**config.mk**
```make
export PLATFORM = sky130hd
export DESIGN_NAME = bf3_lane
export DESIGN_NICKNAME = d
export VERILOG_FILES = /design/src/design/bf3_pkg.sv /design/src/design/bf3_lane.sv
export SDC_FILE = /design/constraint.sdc
export NUM_CORES = 1
export LEC_CHECK = 0
export BUFFER_PORTS_ARGS = -buffer_cell sky130_fd_sc_hd__buf_2
export CORE_UTILIZATION = 50
export CTS_BUF_LIST = sky130_fd_sc_hd__clkbuf_8
export CTS_CLUSTER_DIAMETER = 120
export DETAILED_ROUTE_END_ITERATION = 16
export HOLD_SLACK_MARGIN = 0.06
export PLACE_DENSITY_LB_ADDON = 0.15
export SLEW_MARGIN = 30
export SYNTH_ARGS = -nofsm -noshare
export SYNTH_HDL_FRONTEND = slang
export SYNTH_SLANG_ARGS = --single-unit
```
**constraint.sdc**
```tcl
create_clock -name clk -period 4.85 [get_ports clk]
set_input_delay 0 -clock clk [delete_from_list [all_inputs] [get_ports clk]]
set_output_delay 0 -clock clk [all_outputs]
set_load 0.005 [all_outputs]
```
**src/design/bf3_pkg.sv**
```systemverilog
// shared types and constants for the 3x3 rgb box filter
// used by every module of the block but bf3_ram; depends on nothing

package bf3_pkg;

  // field widths
  localparam int CHAN_W         = 8;
  localparam int PIX_W          = 3 * CHAN_W;
  localparam int IMAGE_WIDTH_W  = 12;
  localparam int IMAGE_HEIGHT_W = 16;
  localparam int CFG_DATA_W     = 16;
  localparam int CFG_IDX_W      = 1;

  // configuration register indexes
  localparam logic [CFG_IDX_W-1:0] REG_IMAGE_WIDTH  = 1'b0;
  localparam logic [CFG_IDX_W-1:0] REG_IMAGE_HEIGHT = 1'b1;

  // op codes of an input word
  localparam logic OP_PIXEL = 1'b0;
  localparam logic OP_FLUSH = 1'b1;

  // frame geometry
  localparam int MIN_DIM            = 3;
  localparam int IMAGE_WIDTH_RESET  = 640;
  localparam int IMAGE_HEIGHT_RESET = 480;
  localparam int MAX_WIDTH_DEFAULT  = 2048;

  // output queue; five entries cover the pipeline at full rate
  localparam int OUT_DEPTH_DEFAULT = 8;

  // divide by nine: floor(x / 9) == (x * 7282) >> 16 for every x up to 9 * 255
  localparam int SUM_W       = 12;
  localparam int RECIP_W     = 13;
  localparam int RECIP_SHIFT = 16;
  localparam logic [RECIP_W-1:0] RECIP_NINE = 13'd7282;
  localparam int PROD_W      = SUM_W + RECIP_W;

  // window taps per lane
  localparam int TAPS = 9;

  typedef struct packed {
    logic              op;
    logic [CHAN_W-1:0] in_red;
    logic [CHAN_W-1:0] in_green;
    logic [CHAN_W-1:0] in_blue;
  } pix_word_t;

  typedef struct packed {
    logic [CHAN_W-1:0] out_red;
    logic [CHAN_W-1:0] out_green;
    logic [CHAN_W-1:0] out_blue;
    logic              frame_end;
  } res_word_t;

  // what travels beside the window through the pipeline
  typedef struct packed {
    logic emit;
    logic border;
    logic frame_end;
  } res_meta_t;

endpackage

```
**src/design/bf3_lane.sv**
```systemverilog
// one color lane: sum of the nine window taps, then divide by nine
// depends on bf3_pkg; two register stages from taps to mean

module bf3_lane (
  input  logic                      clk,
  input  logic [bf3_pkg::CHAN_W-1:0] taps [bf3_pkg::TAPS],
  output logic [bf3_pkg::CHAN_W-1:0] mean
);

  logic [bf3_pkg::SUM_W-1:0]  row_sum [3];
  logic [bf3_pkg::SUM_W-1:0]  sum_comb;
  logic [bf3_pkg::SUM_W-1:0]  sum;
  logic [bf3_pkg::PROD_W-1:0] prod;

  // adder tree: three row sums, then the total
  always_comb begin
    for (int r = 0; r < 3; r++) begin
      row_sum[r] = bf3_pkg::SUM_W'(taps[3*r]) + bf3_pkg::SUM_W'(taps[3*r+1])
                 + bf3_pkg::SUM_W'(taps[3*r+2]);
    end
    sum_comb = row_sum[0] + row_sum[1] + row_sum[2];
  end

  always_ff @(posedge clk) begin
    sum <= sum_comb;
  end

  // reciprocal multiply in place of the divider
  always_ff @(posedge clk) begin
    prod <= bf3_pkg::PROD_W'(sum) * bf3_pkg::PROD_W'(bf3_pkg::RECIP_NINE);
  end

  assign mean = prod[bf3_pkg::RECIP_SHIFT +: bf3_pkg::CHAN_W];

endmodule

```
Yosys cells after proc, flatten, opt, wreduce, memory -nomap -nowiden
Index checks and enable logic that the tools add are counted.
{ "classes": {"mul": 1, "addsub": 8} }
{ "op_table": {"columns": ["operator", "count"], "rows": [
  ["adder 9 x 8 -> 10 bit", 3],
  ["adder 8 x 8 -> 9 bit", 3],
  ["multiplier 12 x 12 -> 23 bit, second input constant", 1],
  ["adder 11 x 10 -> 12 bit", 1],
  ["adder 10 x 10 -> 11 bit", 1]
]} }
{ "word_totals": {"inputBits": 73, "regBits": 35, "out_inout_bits": 8, "elab_cells": 11} }

Longest topological paths before layout
{ "depth": {"word_depth": 4, "mapped_depth": 18, "depth_no_buf": 18} }

Worst setup path after synthesis
No wires, ideal clock.
{ "synth_path": {"kind": "reg2reg", "start": "register sum[3] (netlist bit)", "end": "register prod[18] (netlist bit)", "n_path_buf": 0, "path_slack_ns": 0.380, "required_ns": 4.778, "stages_incl_launch_ff": 19, "setup_ns": 0.072, "period_less_slack_ns": 4.470, "arrival_time_ns": 4.398, "path_cell_list": "dfxtp_1 > inv_1 > fa_1 > inv_1 > ha_1 > inv_1 > fa_1 > inv_1 > fa_1 > inv_1 > fa_1 > inv_1 > ha_1 > a211o_1 > o211ai_1 > a21oi_1 > a311o_1 > a21oi_2 > xnor2_1"} }
{ "synth_between": {"elab_chain_cells": 1} }
{ "synth_rtl": {"columns": ["item", "line", "text"], "rows": [
  ["start: declaration", "bf3_lane.sv:12", "logic [bf3_pkg::SUM_W-1:0] sum;"],
  ["start signal: assignment", "bf3_lane.sv:25", "sum <= sum_comb;"],
  ["multiplier 12 x 12 -> 23 bit", "bf3_lane.sv:30", "prod <= bf3_pkg::PROD_W'(sum) * bf3_pkg::PROD_W'(bf3_pkg::RECIP_NINE);"],
  ["end signal: assignment", "bf3_lane.sv:30", null],
  ["end: declaration", "bf3_lane.sv:13", "logic [bf3_pkg::PROD_W-1:0] prod;"]
]} }
No other way between the ends.

Worst setup path after layout
{ "layout_path": {"start": "register sum[2] (netlist bit)", "end": "register prod[18] (netlist bit)"} }
The elaborated chain is that of the path after synthesis.

==> metrics.txt <==
outcome=complete, no violations; GRT overflow=0; Synth top area share=40.3%; Die W=92.8 um; vias in the first global route=2856; PostCTS Resize Cnt=0; drt first pass iters=4; Main synth FF type=dfxtp_1; count of flip-flops with a built-in enable after synthesis=0; Post-Syn Instances=402; # H-tree levels=1; startpoint types=register; CTS tree=done; CP Launch Point=sum[2]$_DFF_P_; Syn Area/Cell=10.3 um2; Sink Count=20; Die H=92.8 um; final hold violations=0; drt initial violations=92; DRC viols=0; FP Rows=32; final wirelength=6980 um; area growth from synthesis to layout=14.6%; Routed WL per cell=11.9 um; Max Clk Rate=0.217 GHz; Synth Area in Adders=64.5%; WP data required=5.06 ns; initial antenna violation count=0; Worst Setup Slack post-DPL=0.170 ns; final setup fails=0; gr usage total=18.0%; Commonest cells post-synth=inv_1 (122), fa_1 (83), ha_1 (80), dfxtp_1 (20); clock root cell=clkbuf_8; Hold WC Path Type=input port to register; core area=7850 um2; post-route setup slack=0.241 ns; Async S/R FF share, synth=0%; Max clock buf depth=2; largest net degree at the start of global routing=12; Nets=723; CP Capture Type=register; max-slew violation count=0; Slew HR=64.9%; Clk Latency, worst-skew pair=0.27 ns; critical path arrival=4.82 ns; Yosys reg bits=20; Hold Path Origin=taps[64]; DP Area=4660 um2; worst-path fanout max=4; post-synth net total=638; Top-Level Pins=81; mux cell area share after synthesis=0%; die area=8620 um2; largest family of logic cells by synthesized area=adder cells; fin crit period=4.61 ns; GPL Wtd Cong=0.925; placed cells=584; Max Cap Viol=0; area fraction in compound gates after synthesis=7.07%; number of buffers created by CTS=3; CTS hold repair buffers=0; most frequent cell after synthesis=inv_1; starting density of the core=52.6%; HPWL Detailed=6580 um; measured slew at the worst slew-check pin=0.520 ns; area of the mapped netlist=4130 um2; synth top area cells=fa_1 (40%), ha_1 (24%), inv_1 (11%); simple-gate share of the synthesized area=3.88%; Post-CTS Repair Setup Buffers=0; first-pass GRT wire length=12400 um; setup TNS=0 ns; warnings from Yosys=0; sequential area share after synthesis=9.71%; final instance area=4730 um2; Synth Area in XOR/XNOR=3.61%; Post-Layout Cell Count=588; DRT antenna net count=0; cell taking the most area after synthesis=fa_1; diode count=0; Clock Skew=0.00392 ns; ratio of cells with drive above 1 in the final layout=18.3%; routed via count=2845; Crit Path Category=register to register; # port buffers=80; Via density=4.84; post-route clock period utilization=95.0%; r2r startpoint=sum[2]$_DFF_P_; Clock transition at path regs=0.09 ns; Unique masters post-synth=30
-- kinds of logic (layout without fill, tap and decap cells) --
family / after synthesis / count (layout)
fa+ha+maj: 163 / 163
buf+inv: 123 / 207
compound gates: 44 / 44
simple gates: 35 / 35
flops: 20 / 20
xor+xnor: 17 / 17
-- path summary, 6_finish.rpt --
| kind | endpoint | slack [ns] | depth (start not counted) |
|---|---|---|---|
| max | prod[18]$_DFF_P_ | 0.24 | 18 |
| min | sum[0]$_DFF_P_ | 0.13 | 3 |
| max reg2reg | prod[18]$_DFF_P_ | 0.24 | 18 |
| min reg2reg | prod[23]$_DFF_P_ | 0.99 | 3 |
-- worst max-delay path: stages (launching register included) --
cell	delay, ns
dfxtp_1	0.37
inv_1	0.09
fa_1	0.51
inv_1	0.06
ha_1	0.30
inv_1	0.06
fa_1	0.49
inv_1	0.05
fa_1	0.50
inv_1	0.05
fa_1	0.52
inv_1	0.06
ha_4	0.25
a211o_1	0.28
o211ai_1	0.16
a21oi_1	0.08
a311o_1	0.42
a21oi_2	0.17
xnor2_1	0.12
-- sequential cells by signal (all words and copies together), names as in the netlist --
signal,cells
prod,8
sum,12
-- through the flow --
step | hold slack (ns) | util (%)
floorplan | 0.284 | -
CTS | 0.137 | 60.0
global route | 0.149 | 60.2
detailed placement | 0.374 | 59.3
global placement | 0.376 | 59.3
finish | 0.127 | 60.2
-- cells in the final DEF (no fill, tap or decap), drive strengths merged, types with 2 or more instances in the layout --
| cell | instances |
|---|---|
| inv | 122 |
| fa | 83 |
| buf | 81 |
| ha | 80 |
| dfxtp | 20 |
| a21oi | 14 |
| xnor2 | 13 |
| nor2 | 12 |
| nand2 | 10 |
| o21ai | 10 |
| xor2 | 4 |
| nand4 | 4 |
| clkbuf | 4 |
| a21o | 3 |
| nor3 | 3 |
| nor2b | 3 |
| a21boi | 3 |
| o211ai | 3 |
| a211oi | 3 |
| nand3 | 2 |
-- metal layers --
metal  track usage (%)  vias to the layer above  wire (um)
li1                  -                     1411          -
met1              24.9                     1375       3080
met2              30.4                       54       3560
met3              2.46                        5        291
met4              2.82                        0         50
met5                 0                        -          0
-- cell type report --
cell class                      instances  area [um2]
Multi-Input combinational cell        259        3280
Fill cell                             722        3120
Inverter                              122         458
Timing Repair Buffer                   81         408
Sequential cell                        20         402
Tap cell                              102         128
Clock buffer                            4        55.1
Power is left out: the tool's default activity adds up to more than one toggle a clock period on the data nets, which glitch-free logic cannot reach.
