File: src/design/bf3_pkg.sv
// shared types and constants for the 3x3 rgb box filter
// used by every module of the block but bf3_ram; depends on nothing

package bf3_pkg;

  // field widths
  localparam int CHAN_W         = 8;
  localparam int PIX_W          = 3 * CHAN_W;
  localparam int IMAGE_WIDTH_W  = 12;
  localparam int IMAGE_HEIGHT_W = 16;
  localparam int CFG_DATA_W     = 16;
  localparam int CFG_IDX_W      = 1;

  // configuration register indexes
  localparam logic [CFG_IDX_W-1:0] REG_IMAGE_WIDTH  = 1'b0;
  localparam logic [CFG_IDX_W-1:0] REG_IMAGE_HEIGHT = 1'b1;

  // op codes of an input word
  localparam logic OP_PIXEL = 1'b0;
  localparam logic OP_FLUSH = 1'b1;

  // frame geometry
  localparam int MIN_DIM            = 3;
  localparam int IMAGE_WIDTH_RESET  = 640;
  localparam int IMAGE_HEIGHT_RESET = 480;
  localparam int MAX_WIDTH_DEFAULT  = 2048;

  // output queue; five entries cover the pipeline at full rate
  localparam int OUT_DEPTH_DEFAULT = 8;

  // divide by nine: floor(x / 9) == (x * 7282) >> 16 for every x up to 9 * 255
  localparam int SUM_W       = 12;
  localparam int RECIP_W     = 13;
  localparam int RECIP_SHIFT = 16;
  localparam logic [RECIP_W-1:0] RECIP_NINE = 13'd7282;
  localparam int PROD_W      = SUM_W + RECIP_W;

  // window taps per lane
  localparam int TAPS = 9;

  typedef struct packed {
    logic              op;
    logic [CHAN_W-1:0] in_red;
    logic [CHAN_W-1:0] in_green;
    logic [CHAN_W-1:0] in_blue;
  } pix_word_t;

  typedef struct packed {
    logic [CHAN_W-1:0] out_red;
    logic [CHAN_W-1:0] out_green;
    logic [CHAN_W-1:0] out_blue;
    logic              frame_end;
  } res_word_t;

  // what travels beside the window through the pipeline
  typedef struct packed {
    logic emit;
    logic border;
    logic frame_end;
  } res_meta_t;

endpackage

File: src/design/bf3_fifo.sv
// output word queue in registers, parts the pipeline from the result port
// depends on bf3_pkg for the result word type

module bf3_fifo #(
  parameter int DEPTH = bf3_pkg::OUT_DEPTH_DEFAULT
) (
  input  logic                       clk,
  input  logic                       rst,
  input  logic                       push,
  input  bf3_pkg::res_word_t         push_word,
  output logic                       result_valid,
  input  logic                       result_ready,
  output bf3_pkg::res_word_t         result,
  output logic [$clog2(DEPTH+1)-1:0] count
);

  localparam int PW = $clog2(DEPTH);
  localparam int CW = $clog2(DEPTH + 1);

  bf3_pkg::res_word_t mem [DEPTH];
  logic [PW-1:0]      wr_ptr;
  logic [PW-1:0]      rd_ptr;
  logic               pop;

  assign pop          = result_valid && result_ready;
  assign result_valid = count != '0;
  assign result       = mem[rd_ptr];

  // storage
  always_ff @(posedge clk) begin
    if (push) begin
      mem[wr_ptr] <= push_word;
    end
  end

  // pointers and fill count
  always_ff @(posedge clk) begin
    if (rst) begin
      wr_ptr <= '0;
      rd_ptr <= '0;
      count  <= '0;
    end else begin
      if (push) begin
        wr_ptr <= (wr_ptr == PW'(DEPTH - 1)) ? '0 : wr_ptr + PW'(1);
      end
      if (pop) begin
        rd_ptr <= (rd_ptr == PW'(DEPTH - 1)) ? '0 : rd_ptr + PW'(1);
      end
      if (push && !pop) begin
        count <= count + CW'(1);
      end else if (pop && !push) begin
        count <= count - CW'(1);
      end
    end
  end

  // the credit check upstream must keep the queue from overflowing
  a_no_overflow: assert property (@(posedge clk) disable iff (rst)
    !(push && !pop && count == CW'(DEPTH)))
    else $error("output queue overflow");

  a_empty_ptrs: assert property (@(posedge clk) disable iff (rst)
    count == '0 |-> rd_ptr == wr_ptr)
    else $error("empty queue with unequal pointers");

endmodule

File: config.mk
export PLATFORM = sky130hd
export DESIGN_NAME = bf3_fifo
export DESIGN_NICKNAME = d
export VERILOG_FILES = /design/src/design/bf3_pkg.sv /design/src/design/bf3_fifo.sv
export SDC_FILE = /design/constraint.sdc
export NUM_CORES = 1
export LEC_CHECK = 0
export BUFFER_PORTS_ARGS = -buffer_cell sky130_fd_sc_hd__buf_2
export CAP_MARGIN = 20
export CORE_ASPECT_RATIO = 2
export CORE_UTILIZATION = 35
export DETAILED_ROUTE_END_ITERATION = 8
export SYNTH_ARGS = -nofsm -noshare
export SYNTH_HDL_FRONTEND = slang
export SYNTH_SLANG_ARGS = --single-unit
File: constraint.sdc
create_clock -name clk -period 3.5 [get_ports clk]
set_input_delay 0.7 -clock clk [delete_from_list [all_inputs] [get_ports clk]]
set_output_delay 0.7 -clock clk [all_outputs]
set_load 0.01 [all_outputs]
Word-level counts from Yosys, hierarchy flattened

Memory sizes are Yosys's and may differ from the RTL's. A register that Yosys moved wholly into a read port is not among the register bits.
Cells that the tools add are included.

ROM bits: 0
Flip-flop bits (word level): 10
Latch bits: 0
Memories: 1
Logic and storage cells: 25
Bits in writable memories: 200
Output and inout port bits: 30

Memory list:

| memory | words | width | rd ports | clocked after Yosys merged registers in | write ports | RTL line       | RTL |
|---|---|---|---|---|---|---|---|
| mem    | 8     | 25    | 1        | 1                                       | 1           | bf3_fifo.sv:20 | `bf3_pkg::res_word_t mem [DEPTH];` |

Div/mod/pow operators: 0
Shifts and indexed selects: 0
Multipliers: 0
Eq/ne operators: 2
Reduce and logical (&&, ||, !) cells: 7
Multiplexer cells: 8
$lt $le $gt $ge: 0
Bitwise logic cells: 0
Add/sub/neg operators: 4

Operator list:

| cell                                             | number |
|---|---|
| two-way mux 3 bit                                | 4 |
| two-way mux 4 bit                                | 2 |
| adder 3 x 1 -> 3 bit, second input constant      | 2 |
| == test 3 bit, second input constant             | 2 |
| adder 4 x 1 -> 4 bit, second input constant      | 1 |
| nonzero test 4 bit                               | 1 |
| subtractor 4 x 1 -> 4 bit, second input constant | 1 |
| logical AND 1 bit                                | 3 |
| zero test 1 bit                                  | 2 |
| two-way mux 1 bit                                | 2 |
| nonzero test 2 bit                               | 1 |

Depth between registers and ports, before layout

Word-level depth: 5
Gate-level depth with buffers: 9
Mapped depth without buffers: 9

Worst setup path after synthesis

No wires, ideal clock.

Path kind: in2reg
From: in push
To: mem mem[0][0] (netlist name), enable pin
Library setup time: 438 ps
Path slack: 515 ps
Path buffers: 0
Required time: 3062 ps
Stages: 2
Arrival: 2547 ps
Path through: nand2b_1 > nor3_1

Cells in the longest elaborated chain, start to end: 2

Ends and longest elaborated chain:

| what                                    | RTL line       | RTL |
|---|---|---|
| start: declaration                      | bf3_fifo.sv:9  | `input logic push,` |
| two-way mux 1 bit                       | bf3_fifo.sv:31 | `if (push) begin` |
| two-way mux 1 bit (not written as such) | bf3_fifo.sv:32 | `mem[wr_ptr] <= push_word;` |
| end: declaration                        | bf3_fifo.sv:20 |  |

No other way between the ends.

==> qor.yml <==
cpPeakStageDelay_ps: 610
cts.sinks: 213
synth_top_family_by_area: "multiplexers"
synth.top_cell.area_share: 0.7197
place_ws_ps: 854.7
netlist_instances: 364
mappedNetlistArea_mm2: 0.008344
drtIter0Drc: 134
rsz0062_at_grt: "false"
ioPinCount: 59
synthAdderAreaFrac: 0.01290
htree_levels: 1
setup_tns_ps: 0
vias_per_cell: 5.093
cts_setup_buffers: 0
dp.cells: 706
yosysSeqAreaShare: 0.7509
clk_pin_slew_ps: 70
setup_viol: 0
drive_gt1_frac: 0.3099
fin_crit_ps: 2931
drc: 4
crit_required_ps: 2800
ys.flop_type: "edfxtp_1"
die_w_um: 111.2
synth_most_common_cell: "edfxtp_1"
layout_setup_ws_ps: 569.5
ir_worst_vdd_v: 0.0004630
antenna_found_initial: 0
synth_nets: 401
cp-start-kind: "flip-flop"
core_mm2: 0.02333
critPathArrivalTime_ps: 2230
fillerInstances: 2038
cp_max_fo: 50
synthXorXnorAreaFrac: 0.002099
muxShareOfSynthArea: 0.1949
final-seq-area_mm2: 0.006269
grtUsageTotal: 0.1325
synth-compound-area-share: 0.005848
clock_latency_ps: 490
hpwl_um: 9380
synthSimpleGateAreaFrac: 0.01934
ys_types: 25
multiInputGateArea_mm2: 0.001997
fmax_mhz: 341.2
synth_area_leaders: "edfxtp_1, mux4_1, mux2_2, dfxtp_1, ha_1"
slew_violations: 0
firstDrtPassIters: 6
num_vias: 3759
min_path_type: "input pin to flip-flop"
cts_resized: 0
finalCritPeriodShare: 0.8373
initial_core_util: 0.3577
cts_buffers: 19
ys_warn_count: 0
port_buffers: 58
cts_tree: "yes"
hold_buffers: 0
slew_headroom: 0.5617
critPathCaptureType: "output port"
grt_first_pass_wirelength_um: 23960
synth_edf_count: 200
dieArea_mm2: 0.02450
worst_pin_slew_ps: 657.5
powerDensity_mw_per_mm2: 635.8
grt_pass1_vias: 4120
yosys-top-cells-count: "edfxtp_1, mux4_1, mux2_2"
hold_viol: 0
cap_violations: 0
ctsLongestPathBuffers: 3
cts_root_buffer: "clkbuf_16"
grt_max_degree: 51
path_class: "flip-flop to output port"
status: "finished with violations"
grt-ovfl-total: 0
skew_ps: 9.356
synthToLayoutAreaGrowth_pct: 16.81
gp_congestion: 0.7154
fin_nets: 481
violations: "design-rule violations"
antenna_cells: 0
synthArstFlopShare: 0
synth.ff_latch_count: 213
dieHeight_um: 220.4
worstPathCellList: "buf_12, mux4_1, mux2_2, buf_2"
num_rows: 79
leakage_nw: 3.291
final_core_util: 0.4178
critPathSlowestCell: "mux4_1"
drtAntennaViolNets: 0
wl_um: 15750
synth.largest_area_cell: "edfxtp_1"
fin_cells: 738
avgSynthCellArea_um2: 22.92
wl_per_cell_um: 21.34
-- where the power goes --
| part | internal (mW) | switching (mW) | leakage, nW |
|---|---|---|---|
| clock | 1.37 | 0.888 | 0.332 |
| sequential | 2.87 | 0.0472 | 1.92 |
| combinational | 0.530 | 0.493 | 1.04 |
| total | 4.77 | 1.43 | 3.29 |
-- placed cells by master, fill, tap and decap left out, types with 2 or more instances in the layout --
cell / synthesis / layout
a21oi_1: 7 / 7
buf_2: 0 / 58
buf_4: 0 / 17
bufinv_16: 0 / 5
clkbuf_16: 0 / 19
clkinv_1: 0 / 4
dfxtp_1: 13 / 11
dfxtp_2: 0 / 2
edfxtp_1: 200 / 200
ha_1: 7 / 7
inv_1: 2 / 2
mux2_2: 26 / 26
mux2i_1: 2 / 2
mux4_1: 50 / 50
nand2_1: 7 / 7
nand2b_1: 3 / 3
nand3_1: 2 / 2
nor2_1: 17 / 11
nor2_2: 0 / 4
nor2_4: 0 / 2
nor3_2: 0 / 2
-- layer usage --
metal	GRT usage	vias up	share of wire
met3	0.01780	25	0.042
met1	0.1426	1945	0.37
met5	0	-	0
met2	0.2565	81	0.57
met4	0.05811	0	0.027
li1	-	1708	-
-- flip-flops by register name (all words and copies together) (netlist names), named ones only --
register	count
count	4
mem	200
wr_ptr	3
rd_ptr	3
-- worst paths after layout --
check | end | slack, ps | startpoint | depth (start not counted)
max | result[2] | 570 | flip-flop | 4
min | mem[2][17]$_DFFE_PP_ | 470 | push_word[17] | 1
max reg2reg | count[3]$_SDFFE_PP0P_ | 850 | count[0]$_SDFFE_PP0P_ | 9
min reg2reg | flip-flop | 500 | rd_ptr[1]$_SDFFE_PP0P_ | 2
-- kinds of logic (layout without fill, tap and decap cells) --
family,after synthesis,count (layout)
AO/OA/AOI/OAI,9,9
adder cells (fa/ha/maj),8,8
AND/OR/NAND/NOR,35,35
flip-flops,213,213
XOR/XNOR,2,2
buffers and inverters,19,110
multiplexers,78,78
-- critical path: cells and delay by family, from the launching register on --
| family | cells | cell delay [ps] |
|---|---|---|
| multiplexers | 2 | 910 |
| buffers and inverters | 2 | 420 |
| flip-flops | 1 | 340 |
-- area by class of cell --
class,count,area share
multi-input combinational,132,0.2049
clock inverter,13,0.02118
tap,283,0.03633
clock buffer,19,0.04878
timing repair buffer,76,0.04493
sequential,213,0.6431
inverter,2,0.0007702
-- metrics by stage --
stage          power [mW]  instance area, um2  hold WS (ps)
2_1_floorplan       3.714                8344         449.6
6_report            6.197                9747         467.5
5_1_grt             6.438                9747         472.4
3_3_place_gp        3.982                9065         455.8
3_5_place_dp        4.022                9065         488.1
4_1_cts             6.289                9747         452.7
No activity file was read; power rests on OpenSTA's default activity.
